## config.mk

```make
export PLATFORM = sky130hd
export DESIGN_NAME = steering_pd_to_servo_pulse
export DESIGN_NICKNAME = d
export VERILOG_FILES = /design/src/hw/rtl/sp2s_pkg.sv /design/src/hw/rtl/sp2s_mul.sv /design/src/hw/rtl/sp2s_div.sv /design/src/hw/rtl/steering_pd_to_servo_pulse.sv
export SDC_FILE = /design/constraint.sdc
export NUM_CORES = 2
export LEC_CHECK = 0
export BUFFER_PORTS_ARGS = -buffer_cell sky130_fd_sc_hd__buf_2
export CAP_MARGIN = 40
export CORE_ASPECT_RATIO = 0.9
export CORE_MARGIN = 2
export CORE_UTILIZATION = 60
export CTS_CLUSTER_SIZE = 10
export DETAILED_ROUTE_END_ITERATION = 10
export PLACE_DENSITY = 0.77
export SYNTH_ARGS = -nofsm -noshare
export SYNTH_HDL_FRONTEND = slang
export SYNTH_SLANG_ARGS = --single-unit
```

## constraint.sdc

```tcl
create_clock -name clk -period 11.1 [get_ports clk]
set_input_delay 0.555 -clock clk [delete_from_list [all_inputs] [get_ports clk]]
set_output_delay 0.555 -clock clk [all_outputs]
set_load 0.05 [all_outputs]
```

## src/hw/rtl/sp2s_pkg.sv

```systemverilog
package sp2s_pkg;

    localparam int FRAC_BITS = 12;

    // shared multiplier operand and product widths
    localparam int MUL_W  = 17;
    localparam int PROD_W = 2 * MUL_W;

    // divider widths
    localparam int DIVD_W = 30;
    localparam int DIVS_W = 16;
    localparam int CNT_W  = $clog2(DIVD_W);

    localparam int SPEED_SHIFT = 8;
    localparam logic signed [MUL_W-1:0] SPEED_SCALE = 17'sd100;

    // configuration register indexes
    localparam logic [2:0] REG_P_GAIN      = 3'd0;
    localparam logic [2:0] REG_D_GAIN      = 3'd1;
    localparam logic [2:0] REG_ANGLE_LIMIT = 3'd2;
    localparam logic [2:0] REG_PULSE_RIGHT = 3'd3;
    localparam logic [2:0] REG_PULSE_LEFT  = 3'd4;
    localparam logic [2:0] REG_SPEED_ZERO  = 3'd5;
    localparam logic [2:0] REG_SPEED_LIMIT = 3'd6;
    localparam logic [2:0] REG_STOP_ACTIVE = 3'd7;

    // reset values
    localparam logic [15:0] RST_P_GAIN      = 16'd4096;
    localparam logic [15:0] RST_D_GAIN      = 16'd0;
    localparam logic [14:0] RST_ANGLE_LIMIT = 15'd2502;
    localparam logic [11:0] RST_PULSE_RIGHT = 12'd2373;
    localparam logic [11:0] RST_PULSE_LEFT  = 12'd1464;
    localparam logic [15:0] RST_SPEED_ZERO  = 16'd32767;
    localparam logic [14:0] RST_SPEED_LIMIT = 15'd3840;
    localparam logic        RST_STOP_ACTIVE = 1'b1;

    typedef struct packed {
        logic                     start;
        logic signed [DIVD_W-1:0] dividend;
        logic        [DIVS_W-1:0] divisor;
    } div_req_t;

endpackage

```

## src/hw/rtl/sp2s_mul.sv

```systemverilog
module sp2s_mul (
    input  logic                                clk,
    input  logic signed [sp2s_pkg::MUL_W-1:0]   op_a,
    input  logic signed [sp2s_pkg::MUL_W-1:0]   op_b,
    output logic signed [sp2s_pkg::PROD_W-1:0]  product
);
    import sp2s_pkg::*;

    logic signed [PROD_W-1:0] product_reg;

    always_ff @(posedge clk)
    begin
        product_reg <= PROD_W'(op_a) * PROD_W'(op_b);
    end

    assign product = product_reg;

endmodule

```

## src/hw/rtl/sp2s_div.sv

```systemverilog
module sp2s_div (
    input  logic                                clk,
    input  logic                                rst_n,
    input  sp2s_pkg::div_req_t                  req,
    output logic                                done,
    output logic signed [sp2s_pkg::DIVD_W-1:0]  quotient
);
    import sp2s_pkg::*;

    logic              busy_reg, busy_next;
    logic              done_reg, done_next;
    logic [CNT_W-1:0]  count_reg, count_next;
    logic [DIVD_W-1:0] mag_reg, mag_next;
    logic [DIVS_W-1:0] rem_reg, rem_next;
    logic              neg_reg, neg_next;
    logic [DIVS_W:0]   trial;
    logic [DIVS_W:0]   diff;
    logic              ge;

    // restoring divide, one quotient bit per cycle, quotient shifts into mag
    always_comb
    begin
        busy_next  = busy_reg;
        done_next  = 1'b0;
        count_next = count_reg;
        mag_next   = mag_reg;
        rem_next   = rem_reg;
        neg_next   = neg_reg;
        trial      = {rem_reg, mag_reg[DIVD_W-1]};
        diff       = trial - {1'b0, req.divisor};
        ge         = (trial >= {1'b0, req.divisor});
        if (req.start)
        begin
            busy_next  = 1'b1;
            count_next = '0;
            rem_next   = '0;
            neg_next   = req.dividend[DIVD_W-1];
            mag_next   = req.dividend[DIVD_W-1] ? DIVD_W'(-req.dividend)
                                                : DIVD_W'(req.dividend);
        end
        else if (busy_reg)
        begin
            rem_next   = ge ? diff[DIVS_W-1:0] : trial[DIVS_W-1:0];
            mag_next   = {mag_reg[DIVD_W-2:0], ge};
            count_next = count_reg + CNT_W'(1);
            if (count_reg == CNT_W'(DIVD_W - 1))
            begin
                busy_next = 1'b0;
                done_next = 1'b1;
            end
        end
    end

    always_ff @(posedge clk or negedge rst_n)
    begin
        if (!rst_n)
        begin
            busy_reg  <= 1'b0;
            done_reg  <= 1'b0;
            count_reg <= '0;
        end
        else
        begin
            busy_reg  <= busy_next;
            done_reg  <= done_next;
            count_reg <= count_next;
        end
    end

    always_ff @(posedge clk)
    begin
        mag_reg <= mag_next;
        rem_reg <= rem_next;
        neg_reg <= neg_next;
    end

    // floor correction for a negative dividend
    assign quotient = neg_reg ? ($signed(-mag_reg) - DIVD_W'(rem_reg != '0))
                              : $signed(mag_reg);
    assign done = done_reg;

endmodule

```

## src/hw/rtl/steering_pd_to_servo_pulse.sv

```systemverilog
// one item at a time: the input stalls from transfer until the result is registered out;
// each item runs the sequencing steps and the 30-step divider; four products share
// one 17x17 multiplier
// a result held by output stall keeps the block in its output state and stalls the input
// reset: async active low, config registers take their defaults,
// previous angle clears to zero, no result pending
module steering_pd_to_servo_pulse (
    input  logic               clk,
    input  logic               rst_n,
    input  logic               in_valid,
    output logic               in_stall,
    input  logic signed [15:0] target_angle,
    input  logic signed [15:0] speed_cmd,
    output logic               out_valid,
    input  logic               out_stall,
    output logic        [11:0] pulse_us,
    output logic        [15:0] speed_word,
    output logic signed [15:0] angle_command,
    input  logic               cfg_write,
    input  logic        [2:0]  cfg_index,
    input  logic        [15:0] cfg_data
);
    import sp2s_pkg::*;

    localparam logic [3:0] S_IDLE      = 4'd0;
    localparam logic [3:0] S_MUL_P     = 4'd1;
    localparam logic [3:0] S_MUL_D     = 4'd2;
    localparam logic [3:0] S_SUM       = 4'd3;
    localparam logic [3:0] S_CLAMP     = 4'd4;
    localparam logic [3:0] S_MUL_PULSE = 4'd5;
    localparam logic [3:0] S_DIV_START = 4'd6;
    localparam logic [3:0] S_SPEED     = 4'd7;
    localparam logic [3:0] S_DIV_WAIT  = 4'd8;
    localparam logic [3:0] S_OUT       = 4'd9;

    // configuration
    logic signed [15:0] p_gain_reg, d_gain_reg;
    logic        [14:0] angle_limit_reg, speed_limit_reg;
    logic        [11:0] pulse_right_reg, pulse_left_reg;
    logic        [15:0] speed_zero_reg;
    logic               stop_active_reg;

    logic [3:0]               state_reg, state_next;
    logic signed [15:0]       a_reg, a_next;
    logic signed [15:0]       s_reg, s_next;
    logic signed [15:0]       prev_reg, prev_next;
    logic signed [MUL_W-1:0]  diff_reg, diff_next;
    logic signed [PROD_W-1:0] acc_reg, acc_next;
    logic signed [15:0]       cmd_reg, cmd_next;
    logic        [15:0]       speed_reg, speed_next;
    logic        [11:0]       pulse_reg, pulse_next;

    logic               out_valid_reg, out_valid_next;
    logic        [11:0] pulse_out_reg, pulse_out_next;
    logic        [15:0] speed_out_reg, speed_out_next;
    logic signed [15:0] cmd_out_reg, cmd_out_next;

    logic signed [MUL_W-1:0]  mul_a, mul_b;
    logic signed [PROD_W-1:0] mul_prod;
    div_req_t                 div_req;
    logic                     div_done;
    logic signed [DIVD_W-1:0] div_quot;

    logic                     in_xfer;
    logic                     out_free;
    logic signed [PROD_W-1:0] shifted;
    logic signed [PROD_W-1:0] lim_wide;
    logic signed [MUL_W-1:0]  s_sel, s_clamp, slim_wide;
    logic signed [PROD_W-1:0] speed_scaled;

    sp2s_mul u_mul (
        .clk     (clk),
        .op_a    (mul_a),
        .op_b    (mul_b),
        .product (mul_prod)
    );

    sp2s_div u_div (
        .clk      (clk),
        .rst_n    (rst_n),
        .req      (div_req),
        .done     (div_done),
        .quotient (div_quot)
    );

    assign in_stall = (state_reg != S_IDLE);
    assign in_xfer  = in_valid && !in_stall;
    assign out_free = !out_valid_reg || !out_stall;

    always_comb
    begin
        shifted   = acc_reg >>> FRAC_BITS;
        lim_wide  = PROD_W'($signed({1'b0, angle_limit_reg}));
        s_sel     = stop_active_reg ? '0 : MUL_W'(s_reg);
        slim_wide = $signed({2'b00, speed_limit_reg});
        if (s_sel > slim_wide)
            s_clamp = slim_wide;
        else if (s_sel < -slim_wide)
            s_clamp = -slim_wide;
        else
            s_clamp = s_sel;
        // ceiling for positive speeds, floor otherwise
        if (mul_prod > 0)
            speed_scaled = (mul_prod + PROD_W'((1 << SPEED_SHIFT) - 1)) >>> SPEED_SHIFT;
        else
            speed_scaled = mul_prod >>> SPEED_SHIFT;
    end

    // shared multiplier operand select
    always_comb
    begin
        case (state_reg)
            S_MUL_P:
            begin
                mul_a = MUL_W'(p_gain_reg);
                mul_b = MUL_W'(a_reg);
            end
            S_MUL_D:
            begin
                mul_a = MUL_W'(d_gain_reg);
                mul_b = diff_reg;
            end
            S_MUL_PULSE:
            begin
                mul_a = $signed({5'b0, pulse_right_reg}) - $signed({5'b0, pulse_left_reg});
                if (angle_limit_reg == '0)
                    mul_b = MUL_W'(1);
                else
                    mul_b = $signed({2'b00, angle_limit_reg}) - MUL_W'(cmd_reg);
            end
            S_DIV_START:
            begin
                mul_a = s_clamp;
                mul_b = SPEED_SCALE;
            end
            default:
            begin
                mul_a = '0;
                mul_b = '0;
            end
        endcase
    end

    always_comb
    begin
        div_req.start    = (state_reg == S_DIV_START);
        div_req.dividend = mul_prod[DIVD_W-1:0];
        div_req.divisor  = (angle_limit_reg == '0) ? DIVS_W'(2) : {angle_limit_reg, 1'b0};
    end

    always_comb
    begin
        state_next = state_reg;
        a_next     = a_reg;
        s_next     = s_reg;
        prev_next  = prev_reg;
        diff_next  = diff_reg;
        acc_next   = acc_reg;
        cmd_next   = cmd_reg;
        speed_next = speed_reg;
        pulse_next = pulse_reg;

        out_valid_next = out_valid_reg;
        pulse_out_next = pulse_out_reg;
        speed_out_next = speed_out_reg;
        cmd_out_next   = cmd_out_reg;
        if (out_valid_reg && !out_stall)
            out_valid_next = 1'b0;

        case (state_reg)
            S_IDLE:
            begin
                if (in_xfer)
                begin
                    a_next     = target_angle;
                    s_next     = speed_cmd;
                    diff_next  = MUL_W'(target_angle) - MUL_W'(prev_reg);
                    prev_next  = target_angle;
                    state_next = S_MUL_P;
                end
            end
            S_MUL_P:
                state_next = S_MUL_D;
            S_MUL_D:
            begin
                acc_next   = mul_prod;
                state_next = S_SUM;
            end
            S_SUM:
            begin
                acc_next   = acc_reg + mul_prod;
                state_next = S_CLAMP;
            end
            S_CLAMP:
            begin
                if (shifted > lim_wide)
                    cmd_next = 16'(lim_wide);
                else if (shifted < -lim_wide)
                    cmd_next = 16'(-lim_wide);
                else
                    cmd_next = shifted[15:0];
                state_next = S_MUL_PULSE;
            end
            S_MUL_PULSE:
                state_next = S_DIV_START;
            S_DIV_START:
                state_next = S_SPEED;
            S_SPEED:
            begin
                speed_next = speed_zero_reg + speed_scaled[15:0];
                state_next = S_DIV_WAIT;
            end
            S_DIV_WAIT:
            begin
                if (div_done)
                begin
                    pulse_next = pulse_left_reg + div_quot[11:0];
                    state_next = S_OUT;
                end
            end
            S_OUT:
            begin
                if (out_free)
                begin
                    out_valid_next = 1'b1;
                    pulse_out_next = pulse_reg;
                    speed_out_next = speed_reg;
                    cmd_out_next   = cmd_reg;
                    state_next     = S_IDLE;
                end
            end
            default:
                state_next = S_IDLE;
        endcase
    end

    always_ff @(posedge clk or negedge rst_n)
    begin
        if (!rst_n)
        begin
            state_reg     <= S_IDLE;
            prev_reg      <= '0;
            out_valid_reg <= 1'b0;
        end
        else
        begin
            state_reg     <= state_next;
            prev_reg      <= prev_next;
            out_valid_reg <= out_valid_next;
        end
    end

    always_ff @(posedge clk)
    begin
        a_reg         <= a_next;
        s_reg         <= s_next;
        diff_reg      <= diff_next;
        acc_reg       <= acc_next;
        cmd_reg       <= cmd_next;
        speed_reg     <= speed_next;
        pulse_reg     <= pulse_next;
        pulse_out_reg <= pulse_out_next;
        speed_out_reg <= speed_out_next;
        cmd_out_reg   <= cmd_out_next;
    end

    always_ff @(posedge clk or negedge rst_n)
    begin
        if (!rst_n)
        begin
            p_gain_reg      <= RST_P_GAIN;
            d_gain_reg      <= RST_D_GAIN;
            angle_limit_reg <= RST_ANGLE_LIMIT;
            pulse_right_reg <= RST_PULSE_RIGHT;
            pulse_left_reg  <= RST_PULSE_LEFT;
            speed_zero_reg  <= RST_SPEED_ZERO;
            speed_limit_reg <= RST_SPEED_LIMIT;
            stop_active_reg <= RST_STOP_ACTIVE;
        end
        else if (cfg_write)
        begin
            case (cfg_index)
                REG_P_GAIN:      p_gain_reg      <= cfg_data;
                REG_D_GAIN:      d_gain_reg      <= cfg_data;
                REG_ANGLE_LIMIT: angle_limit_reg <= cfg_data[14:0];
                REG_PULSE_RIGHT: pulse_right_reg <= cfg_data[11:0];
                REG_PULSE_LEFT:  pulse_left_reg  <= cfg_data[11:0];
                REG_SPEED_ZERO:  speed_zero_reg  <= cfg_data;
                REG_SPEED_LIMIT: speed_limit_reg <= cfg_data[14:0];
                REG_STOP_ACTIVE: stop_active_reg <= cfg_data[0];
                default:         ;
            endcase
        end
    end

    assign out_valid     = out_valid_reg;
    assign pulse_us      = pulse_out_reg;
    assign speed_word    = speed_out_reg;
    assign angle_command = cmd_out_reg;

endmodule

```

==> impl_metrics.tcl <==
set metrics [dict create \
    area_growth_pct 8.488 \
    cts_buffer_depth 3 \
    ys_top_cells_by_area "edfxtp_1, fa_1, ha_1" \
    synthFlopType "edfxtp_1" \
    worst_pin_slew_ps 958.2 \
    max_stage_delay_ps 540 \
    antenna_found_initial 2 \
    rows 83 \
    insertion_delay_ps 610 \
    cts_root_buf "clkbuf_16" \
    crit_path_max_fanout 17 \
    path_delay_family "adder cells" \
    cp.arrival_ps 10790 \
    synth_edf_count 202 \
    place_congestion 0.9618 \
    drtPass1Iterations 10 \
    grt_use_total_pct 31.09 \
    yosysWarnings 0 \
    place_area_um2 36310 \
    cts.sinks 383 \
    syn_nets 4228 \
    end_kind "flop" \
    avgSynthCellArea_um2 9.742 \
    num_antenna_cells 0 \
    ys_types 80 \
    start_util_pct 60.80 \
    skew_ps 60.03 \
    grt_pass1_wl_um 144600 \
    postRouteAntennaNets 0 \
    fmax_mhz 97.53 \
    hold_viol 0 \
    fin_crit_sh_pct 92.37 \
    async_flop_share_pct 34.20 \
    max_slew_margin_pct 36.12 \
    grt-ovfl-total 0 \
    pre_cts_ws_ps 602.2 \
    timing.rr.start "speed_limit_reg[2]" \
    yosysMostFrequentCell "inv_1" \
    clk_pin_slew_ps 60 \
    dp_hpwl_um 71670 \
    cts-buffers-inserted 46 \
    design_area_um2 37740 \
    critical_path_class "reg -> reg" \
    fin_ws_ps 846.9 \
    grt_pass1_vias 26220 \
    min_from "speed_cmd[3]" \
    routed_wl_um 91020 \
    dieArea_um2 59930 \
    status "complete, no violations" \
    cp_common_cell "fa_1" \
    setup_tns_ps 0 \
    dieWidth_um 257.8 \
    drc 0 \
    setup_viol 0 \
    hold_path.class "in -> reg" \
    cap_violations 0 \
    path_buf_inv 6 \
    synth_area_leader_cell "edfxtp_1" \
    viasPerCell 5.961 \
    grt_max_degree 74 \
    ys_ff_latch 383 \
    synth_top_area_share_pct 17.44 \
    grt_setup_unrepaired "no" \
    drt_iter0_drc 2247 \
    wl_per_cell_um 20.42 \
    critPathLaunchType "flop" \
    vias 26570 \
    fp.dieH_um 232.4 \
    drive_gt1_share_pct 12.41 \
    slowest_stage "fa_1" \
    cp.required_ps 11640 \
    coreArea_um2 57220 \
    finalCriticalPeriod_ps 10250 \
    cts_tree "built" \
    syn_inst 3571 \
    maxSlewViolCount 0 \
    io_pins 102 \
    htreeDepth 2 \
    synthTopCellsByCount "inv_1, fa_1, nor2_1, ha_1, nand2_1" \
    portBuffers 101 \
    nets 4313 \
    worstSetupStartpoint "speed_limit_reg[2]" \
    syn_area_um2 34790 \
    ys_seq_area_share_pct 29.87 \
]
==> layout by cell type, fill, tap and decap left out, types with 12 or more instances in the layout <==
master,n
xor2_1,77
clkbuf_1,28
buf_4,51
dfxtp_1,50
o21a_1,25
buf_2,100
nor2b_1,41
a31oi_1,13
ha_1,298
fa_1,303
nand4_1,27
a21o_1,57
nand3_1,39
mux2_2,116
nand2b_1,46
nor3_1,50
a22oi_1,21
a21oi_1,149
nand2_1,248
o31ai_1,14
a222oi_1,12
o21ai_0,195
and3_1,18
dfstp_2,38
mux2i_1,39
edfxtp_1,202
dfrtp_1,93
and2_1,12
or2_2,44
a211oi_1,24
clkbuf_16,46
xnor2_1,128
o211ai_1,14
inv_1,519
or3_1,24
o21bai_1,26
nor2_1,301
==> layout make-up <==
type | count | area, um2
inverters | 523 | 1968
repair buffers | 160 | 1003
well taps | 765 | 957.2
fillers | 4501 | 19480
multi-input cells | 2542 | 22020
clock buffers | 78 | 1311
clock inverters | 6 | 91.34
flip-flops and latches | 383 | 10390
==> metrics by stage <==
| stage | std cells | util [%] | hold slack, ps |
|---|---|---|---|
| 6_report | 4457 | 65.96 | 131.3 |
| 5_1_grt | 4457 | 65.96 | 124.5 |
| 4_1_cts | 4456 | 65.92 | 119.6 |
| 3_5_place_dp | 4371 | 63.45 | 404.5 |
| 3_3_place_gp | 4361 | 63.24 | 401.0 |
| 2_1_floorplan | 3571 | - | 259.4 |
==> what timing repair did <==
item                                   CTS  global route
hold buffers                             1             0
resized for setup                        0             3
setup buffers                            0             1
setup endpoints to repair                0             1
endpoints found under the hold margin   10             0
==> final timing paths <==
check	to	slack [ps]	depth (start not counted)
min reg2reg	speed_word[3]	410	0
max reg2reg	u_mul.product[32]	850	37
max in group asynchronous	d_gain_reg[6]	9270	3
min	s_reg[3]	130	1
min in group asynchronous	u_div.count_reg[2]	540	2
max	u_mul.product[32]	850	37
==> kinds of logic (layout without fill, tap and decap cells) <==
logic type | after synthesis | after routing | synth area share [%]
and+or+nand+nor | 909 | 909 | 12.34
AOI/OAI and AO/OA | 672 | 672 | 12.49
buffers and inverters | 646 | 767 | 7.110
adders and majority gates | 601 | 601 | 28.15
DFF | 383 | 383 | 29.87
xor gates and xnor gates | 205 | 205 | 5.161
muxes | 155 | 155 | 4.877
==> metal layers <==
| layer | vias up | part of all wire, % | global-route usage (%) |
|---|---|---|---|
| met3 | 208 | 10 | 7.658 |
| met1 | 13000 | 42 | 42.33 |
| met2 | 1086 | 44 | 48.50 |
| met5 | - | 0 | 0 |
| met4 | 0 | 3.9 | 11.31 |
| li1 | 12280 | - | - |
Power is left out: the tool's default activity adds up to more than one toggle a clock period on the data nets, which glitch-free logic cannot reach.
